[src/pss_pkg.sv]
package pss_pkg;

   localparam int KIND_W   = 8;
   localparam int SIZE_W   = 17;
   localparam int COUNT_W  = 4;
   localparam int STATUS_W = 3;

   localparam int unsigned SIZE_FIELD_MAX = (1 << SIZE_W) - 1;
   localparam int unsigned COUNT_MAX      = (1 << COUNT_W) - 1;

   typedef enum logic [STATUS_W-1:0] {
      STAT_OK       = 3'd0,
      STAT_FEW      = 3'd1,
      STAT_WRONG    = 3'd2,
      STAT_MISSING  = 3'd3,
      STAT_OVERFLOW = 3'd4
   } status_type;

   typedef struct packed {
      logic [KIND_W-1:0]  kind_code;
      logic               fixed_count;
      logic [COUNT_W-1:0] child_total;
      logic               check_bracket;
      logic [KIND_W-1:0]  bracket_kind;
   } req_type;

   typedef struct packed {
      logic [SIZE_W-1:0] tree_size;
      status_type        status;
   } rsp_type;

   typedef struct packed {
      logic [KIND_W-1:0] kind;
      logic [SIZE_W-1:0] size;
   } entry_type;

   typedef struct packed {
      logic push;
      logic pop;
   } shift_type;

   typedef struct packed {
      shift_type shift;
      entry_type entry;
   } stack_cmd_type;

endpackage

[src/pss_ctrl.sv]
module pss_ctrl
   import pss_pkg::*;
#(
   parameter int STACK_DEPTH    = 256,
   parameter int MAX_CHILDREN   = 15,
   parameter int MAX_TREE_NODES = 65536
) (
   input  logic          clock,
   input  logic          reset,
   input  logic          req_valid,
   output logic          req_stall,
   input  req_type       req_data,
   output logic          rsp_valid,
   input  logic          rsp_stall,
   output rsp_type       rsp_data,
   output stack_cmd_type cmd,
   input  entry_type     top
);

   localparam int LEVEL_W = $clog2(STACK_DEPTH + 1);
   localparam logic [LEVEL_W-1:0] LevelFull = LEVEL_W'(STACK_DEPTH);
   localparam int unsigned CapInt =
      (MAX_TREE_NODES < SIZE_FIELD_MAX) ? MAX_TREE_NODES : SIZE_FIELD_MAX;
   localparam logic [SIZE_W:0] SizeCap = (SIZE_W+1)'(CapInt);
   localparam int unsigned ChildCapInt =
      (MAX_CHILDREN < COUNT_MAX) ? MAX_CHILDREN : COUNT_MAX;
   localparam logic [COUNT_W-1:0] ChildCap = COUNT_W'(ChildCapInt);

   typedef enum logic [1:0] {
      CTRL_IDLE = 2'b01,
      CTRL_WALK = 2'b10
   } ctrl_state_type;

   ctrl_state_type     state_ff, state_in;
   logic [LEVEL_W-1:0] level_ff, level_in;
   logic               rsp_valid_ff, rsp_valid_in;

   req_type            item_ff, item_in;
   logic [SIZE_W-1:0]  size_ff, size_in;
   logic [COUNT_W-1:0] remain_ff, remain_in;
   logic [KIND_W-1:0]  last_kind_ff, last_kind_in;
   logic               popped_ff, popped_in;
   logic               found_ff, found_in;
   rsp_type            rsp_ff, rsp_in;

   logic              accept;
   logic              out_free;
   logic              empty;
   logic              done;
   logic [SIZE_W:0]   sum;
   logic [SIZE_W-1:0] sum_sat;
   status_type        status;

   assign accept   = req_valid && !req_stall;
   assign out_free = !rsp_valid_ff || !rsp_stall;
   assign empty    = (level_ff == LEVEL_W'(0));
   assign done     = item_ff.fixed_count ? (remain_ff == COUNT_W'(0) || empty)
                                         : (found_ff || empty);

   assign sum     = {1'b0, size_ff} + {1'b0, top.size};
   assign sum_sat = (sum > SizeCap) ? SizeCap[SIZE_W-1:0] : sum[SIZE_W-1:0];

   always_comb begin
      if (level_ff == LevelFull) begin
         status = STAT_OVERFLOW;
      end else if (item_ff.fixed_count) begin
         if (remain_ff != COUNT_W'(0)) begin
            status = STAT_FEW;
         end else if (item_ff.check_bracket && popped_ff &&
                      last_kind_ff != item_ff.bracket_kind) begin
            status = STAT_WRONG;
         end else begin
            status = STAT_OK;
         end
      end else begin
         status = found_ff ? STAT_OK : STAT_MISSING;
      end
   end

   always_comb begin
      state_in     = state_ff;
      level_in     = level_ff;
      rsp_valid_in = rsp_valid_ff && rsp_stall;
      item_in      = item_ff;
      size_in      = size_ff;
      remain_in    = remain_ff;
      last_kind_in = last_kind_ff;
      popped_in    = popped_ff;
      found_in     = found_ff;
      rsp_in       = rsp_ff;
      cmd.shift    = '0;
      cmd.entry    = '{kind: item_ff.kind_code, size: size_ff};

      unique case (state_ff)
         CTRL_IDLE: begin
            if (accept) begin
               item_in   = req_data;
               size_in   = SIZE_W'(1);
               remain_in = (req_data.child_total > ChildCap) ? ChildCap
                                                             : req_data.child_total;
               popped_in = 1'b0;
               found_in  = 1'b0;
               state_in  = CTRL_WALK;
            end
         end
         CTRL_WALK: begin
            if (!done) begin
               // pop one child and fold in its size
               cmd.shift.pop = 1'b1;
               size_in       = sum_sat;
               level_in      = level_ff - LEVEL_W'(1);
               remain_in     = remain_ff - COUNT_W'(1);
               last_kind_in  = top.kind;
               popped_in     = 1'b1;
               found_in      = (top.kind == item_ff.bracket_kind);
            end else if (out_free) begin
               // push unless full, then hand the beat to the output register
               if (level_ff != LevelFull) begin
                  cmd.shift.push = 1'b1;
                  level_in       = level_ff + LEVEL_W'(1);
               end
               rsp_in       = '{tree_size: size_ff, status: status};
               rsp_valid_in = 1'b1;
               state_in     = CTRL_IDLE;
            end
         end
         default: begin
            state_in = CTRL_IDLE;
         end
      endcase
   end

   always_ff @(posedge clock) begin
      if (reset) begin
         state_ff     <= CTRL_IDLE;
         level_ff     <= '0;
         rsp_valid_ff <= 1'b0;
      end else begin
         state_ff     <= state_in;
         level_ff     <= level_in;
         rsp_valid_ff <= rsp_valid_in;
      end
   end

   always_ff @(posedge clock) begin
      item_ff      <= item_in;
      size_ff      <= size_in;
      remain_ff    <= remain_in;
      last_kind_ff <= last_kind_in;
      popped_ff    <= popped_in;
      found_ff     <= found_in;
      rsp_ff       <= rsp_in;
   end

   assign req_stall = (state_ff != CTRL_IDLE);
   assign rsp_valid = rsp_valid_ff;
   assign rsp_data  = rsp_ff;

endmodule

[config.mk]
export PLATFORM = sky130hd
export DESIGN_NAME = pss_ctrl
export DESIGN_NICKNAME = d
export VERILOG_FILES = /design/src/pss_pkg.sv /design/src/pss_ctrl.sv
export SDC_FILE = /design/constraint.sdc
export NUM_CORES = 1
export LEC_CHECK = 0
export ABC_AREA = 1
export BUFFER_PORTS_ARGS = -buffer_cell sky130_fd_sc_hd__buf_2
export CAP_MARGIN = 25
export CORE_MARGIN = 3
export CORE_UTILIZATION = 40
export CTS_BUF_LIST = sky130_fd_sc_hd__clkbuf_16
export CTS_CLUSTER_DIAMETER = 100
export CTS_CLUSTER_SIZE = 8
export DETAILED_ROUTE_END_ITERATION = 12
export SLEW_MARGIN = 20
export SYNTH_ARGS = -nofsm -noshare
export SYNTH_HDL_FRONTEND = slang
export SYNTH_SLANG_ARGS = --single-unit
[constraint.sdc]
create_clock -name clock -period 2.85 [get_ports clock]
set_input_delay 0 -clock clock [delete_from_list [all_inputs] [get_ports clock]]
set_output_delay 0 -clock clock [all_outputs]
set_load 0.02 [all_outputs]
==> impl_metrics.env <==
export IMPL_cts_tree="built"
export IMPL_drtIter0Drc=207
export IMPL_grt_pass1_wl_um=16600
export IMPL_final_max_slew_viol_count=0
export IMPL_synth_compound_area_share_pct=6.00
export IMPL_synth_commonest_cells="nand2_1 (118), edfxtp_1 (69), inv_1 (65), nor2_1 (35)"
export IMPL_grt_max_degree=24
export IMPL_hold_viol=0
export IMPL_crit_buf_inv=0
export IMPL_grt_pass1_vias=3444
export IMPL_track_usage_pct=16.5
export IMPL_dieHeight_um=113
export IMPL_initial_core_util_pct=41.6
export IMPL_cellLeakagePower_uw=0.00275
export IMPL_cpLargestDelayFamily="simple AND/OR/NAND/NOR gates"
export IMPL_fin_crit_ns=2.64
export IMPL_cp_required_ns=3.04
export IMPL_clk_path_buf_depth=2
export IMPL_insertion_delay_ns=0.34
export IMPL_net_switching_power_uw=904
export IMPL_synthMuxAreaShare_pct=0
export IMPL_crit_path_max_fanout=8
export IMPL_ir_drop_mv=0.325
export IMPL_synth_warnings=0
export IMPL_p_per_area_nw_per_um2=556
export IMPL_numCtsBuffers=9
export IMPL_max_slew_margin_pct=67.3
export IMPL_fin_area_sq_um=5880
export IMPL_finalHoldWorstSlack_ns=0.0177
export IMPL_synthArstFlopShare_pct=0
export IMPL_cp_slowest_cell="fa_1"
export IMPL_ff2ff_path_depth=11
export IMPL_synth_xor_area_share_pct=3.82
export IMPL_cp_depth=11
export IMPL_critPathLaunchType="register"
export IMPL_yosys_area_share_simple_pct=24.3
export IMPL_clkPwrFrac_pct=37.9
export IMPL_outcome="complete, no violations"
export IMPL_synth_seq_cells=81
export IMPL_routed_wl_um=10400
export IMPL_ys_seq_area_share_pct=50.4
export IMPL_syn2layout_area_growth_pct=28.3
export IMPL_ys_flop_type="edfxtp_1"
export IMPL_worstPathCellList="ha_1 > fa_1 > nand3_1 > nand3_1 > xnor2_1 > nand3_1 > nor3_4 > nand3_2 > nand2_4 > nand2_8 > nor2_1"
export IMPL_fp_dieArea_sq_um=12800
export IMPL_drt_vias_per_instance=4.77
export IMPL_cts_sinks=81
export IMPL_wire_per_inst_um=13.4
export IMPL_cpMostUsedCell="nand3_1"
export IMPL_cell_internal_pwr_uw=2360
export IMPL_max_stage_delay_ns=0.46
export IMPL_synthAdderAreaFrac_pct=7.70
export IMPL_synth_cell_area_sq_um=4580
export IMPL_synth_most_common_cell="nand2_1"
export IMPL_drive_above_1_share_pct=26.0
export IMPL_synth_area_leaders="edfxtp_1 (45%), nand2_1 (9.7%), ha_1 (6.8%)"
export IMPL_diodes=0
export IMPL_io_buffers=99
export IMPL_std_cell_rows=38
export IMPL_overflow=0
export IMPL_synth_edf_count=69
export IMPL_finalCritPeriodShare_pct=92.5
export IMPL_synthCells=498
export IMPL_synth_cell_types=36
export IMPL_crit_type="reg -> reg"
export IMPL_synth_top_area_share_pct=45.2
export IMPL_p_seq_share_pct=42.2
export IMPL_hold_class="in -> reg"
export IMPL_setup_viol=0
export IMPL_dpl_instance_area_sq_um=5210
export IMPL_die_x_um=113
export IMPL_maxCapViolations=0
export IMPL_p_sw_share_pct=27.7
export IMPL_pwr_share_comb_pct=19.8
export IMPL_avgSynthCellArea_sq_um=9.21
export IMPL_clock_root_buffer="clkbuf_16"
export IMPL_final_nets=712
export IMPL_vias=3713
export IMPL_synth_top_family_by_area="simple AND/OR/NAND/NOR gates"
export IMPL_clkTransAtPathRegs_ns=0.06
export IMPL_clock_fmax_mhz=379
export IMPL_hpwl_um=7770
export IMPL_syn_num_nets=576
export IMPL_core_sq_um=11000
export IMPL_boundaryPins=100
export IMPL_antenna_found_initial=0
export IMPL_num_fill_cells=1017
export IMPL_crit_path_end_kind="register"
export IMPL_dr_pass1_iters=5
export IMPL_worst_pin_slew_ns=0.490
export IMPL_ctsHtreeMaxLevel=3
export IMPL_rsz0062_at_grt="yes"
export IMPL_cp_arrival_ns=2.83
export IMPL_antenna_left=0
export IMPL_post_cts_setup_buffers=0
export IMPL_place_gp_congestion=0.867
export IMPL_fin_worst_skew_ns=0.00402
export IMPL_drc=0
export IMPL_synth_top_area_cell="edfxtp_1"
export IMPL_holdPathStages=3
-- final timing paths --
kind                       startpoint                        to  slack (ns)
max          size_ff[0]$_SDFFCE_PN1P_  size_ff[4]$_SDFFCE_PN0P_        0.21
min                      req_data[11]    remain_ff[2]$_DFFE_PP_        0.02
max reg2reg  size_ff[0]$_SDFFCE_PN1P_  size_ff[4]$_SDFFCE_PN0P_        0.21
min reg2reg  size_ff[9]$_SDFFCE_PN0P_    rsp_data[12]$_DFFE_PP_        0.48
-- kinds of logic (layout without fill, tap and decap cells) --
logic type	count (synthesis)	count (layout)
AND/OR/NAND/NOR	238	239
buffers and inverters	81	221
XOR/XNOR	20	20
flip-flops	81	81
AO/OA/AOI/OAI	51	51
adder cells (fa/ha/maj)	27	27
-- registers in the layout, summed over array words and instances (netlist names) --
signal / count
state_ff: 2
rsp_valid: 1
size_ff: 17
popped_ff: 1
found_ff: 1
cmd: 8
level_ff: 9
remain_ff: 4
item_ff: 10
last_kind_ff: 8
rsp_data: 20
-- power by group through the flow --
stage	Sequential [uW]	Clock [uW]	Combinational, uW
after floorplan	1430	0	415
after global placement	1400	0	589
after detailed placement	1410	0	596
after CTS	1380	1270	635
after global routing	1390	1310	726
final	1380	1240	649
-- per-stage QoR --
| step | instances | worst slack, ns | utilization (%) | total power (uW) | setup TNS (ns) |
|---|---|---|---|---|---|
| after floorplan | 498 | 0.174 | - | 1840 | 0 |
| after global routing | 779 | -0.0274 | 53.3 | 3430 | -0.0391 |
| after CTS | 778 | 0.116 | 52.9 | 3290 | 0 |
| after global placement | 731 | 0.266 | 47.2 | 1990 | 0 |
| final | 779 | 0.214 | 53.3 | 3270 | 0 |
| after detailed placement | 731 | 0.167 | 47.2 | 2000 | 0 |
-- placed cells by master, fill, tap and decap left out, types with 2 or more instances in the layout --
cell	n
o21ai_0	14
dfxtp_1	12
nor3_1	2
nor2_1	34
nand3b_1	4
buf_4	6
and2_1	4
ha_1	25
a21oi_1	28
inv_1	66
or2_2	6
xnor2_1	13
clkbuf_16	9
bufinv_16	2
o211ai_1	3
fa_1	2
nor2_4	3
edfxtp_1	69
dlygate4sd3_1	31
clkinv_4	2
nand2_8	2
xor2_1	6
nand2_1	118
nand4_1	7
nand3_1	29
inv_2	4
nand2_2	12
nand3_2	2
buf_2	99
nor2_2	12
-- cell type report --
cell class / instances / area, sq um / area share [%]
inverters: 69 / 259 / 4.40
flip-flops and latches: 81 / 2310 / 39.3
clock buffers: 9 / 225 / 3.83
well taps: 140 / 175 / 2.98
repair buffers: 136 / 851 / 14.5
clock inverters: 7 / 95.1 / 1.62
multi-input cells: 337 / 1960 / 33.4
-- worst min-delay path, cell delays in order --
cell,delay [ns]
buf_2,0.08
nor2_1,0.04
a31oi_1,0.12
-- routing by layer --
| metal | wire [um] | track usage, % | up-vias |
|---|---|---|---|
| met5 | 0 | 0 | - |
| met4 | 173 | 6.65 | 0 |
| met3 | 645 | 2.99 | 13 |
| met2 | 4870 | 25.7 | 102 |
| met1 | 4760 | 22.7 | 1675 |
| li1 | - | - | 1923 |
-- repair_timing --
| action | in CTS | in global routing |
|---|---|---|
| endpoints found under the setup margin | 0 | 17 |
| gates resized for setup | 0 | 5 |
| hold buffers | 31 | 0 |
| endpoints found under the hold margin | 30 | 0 |
Power figures use the tool's default switching activity.
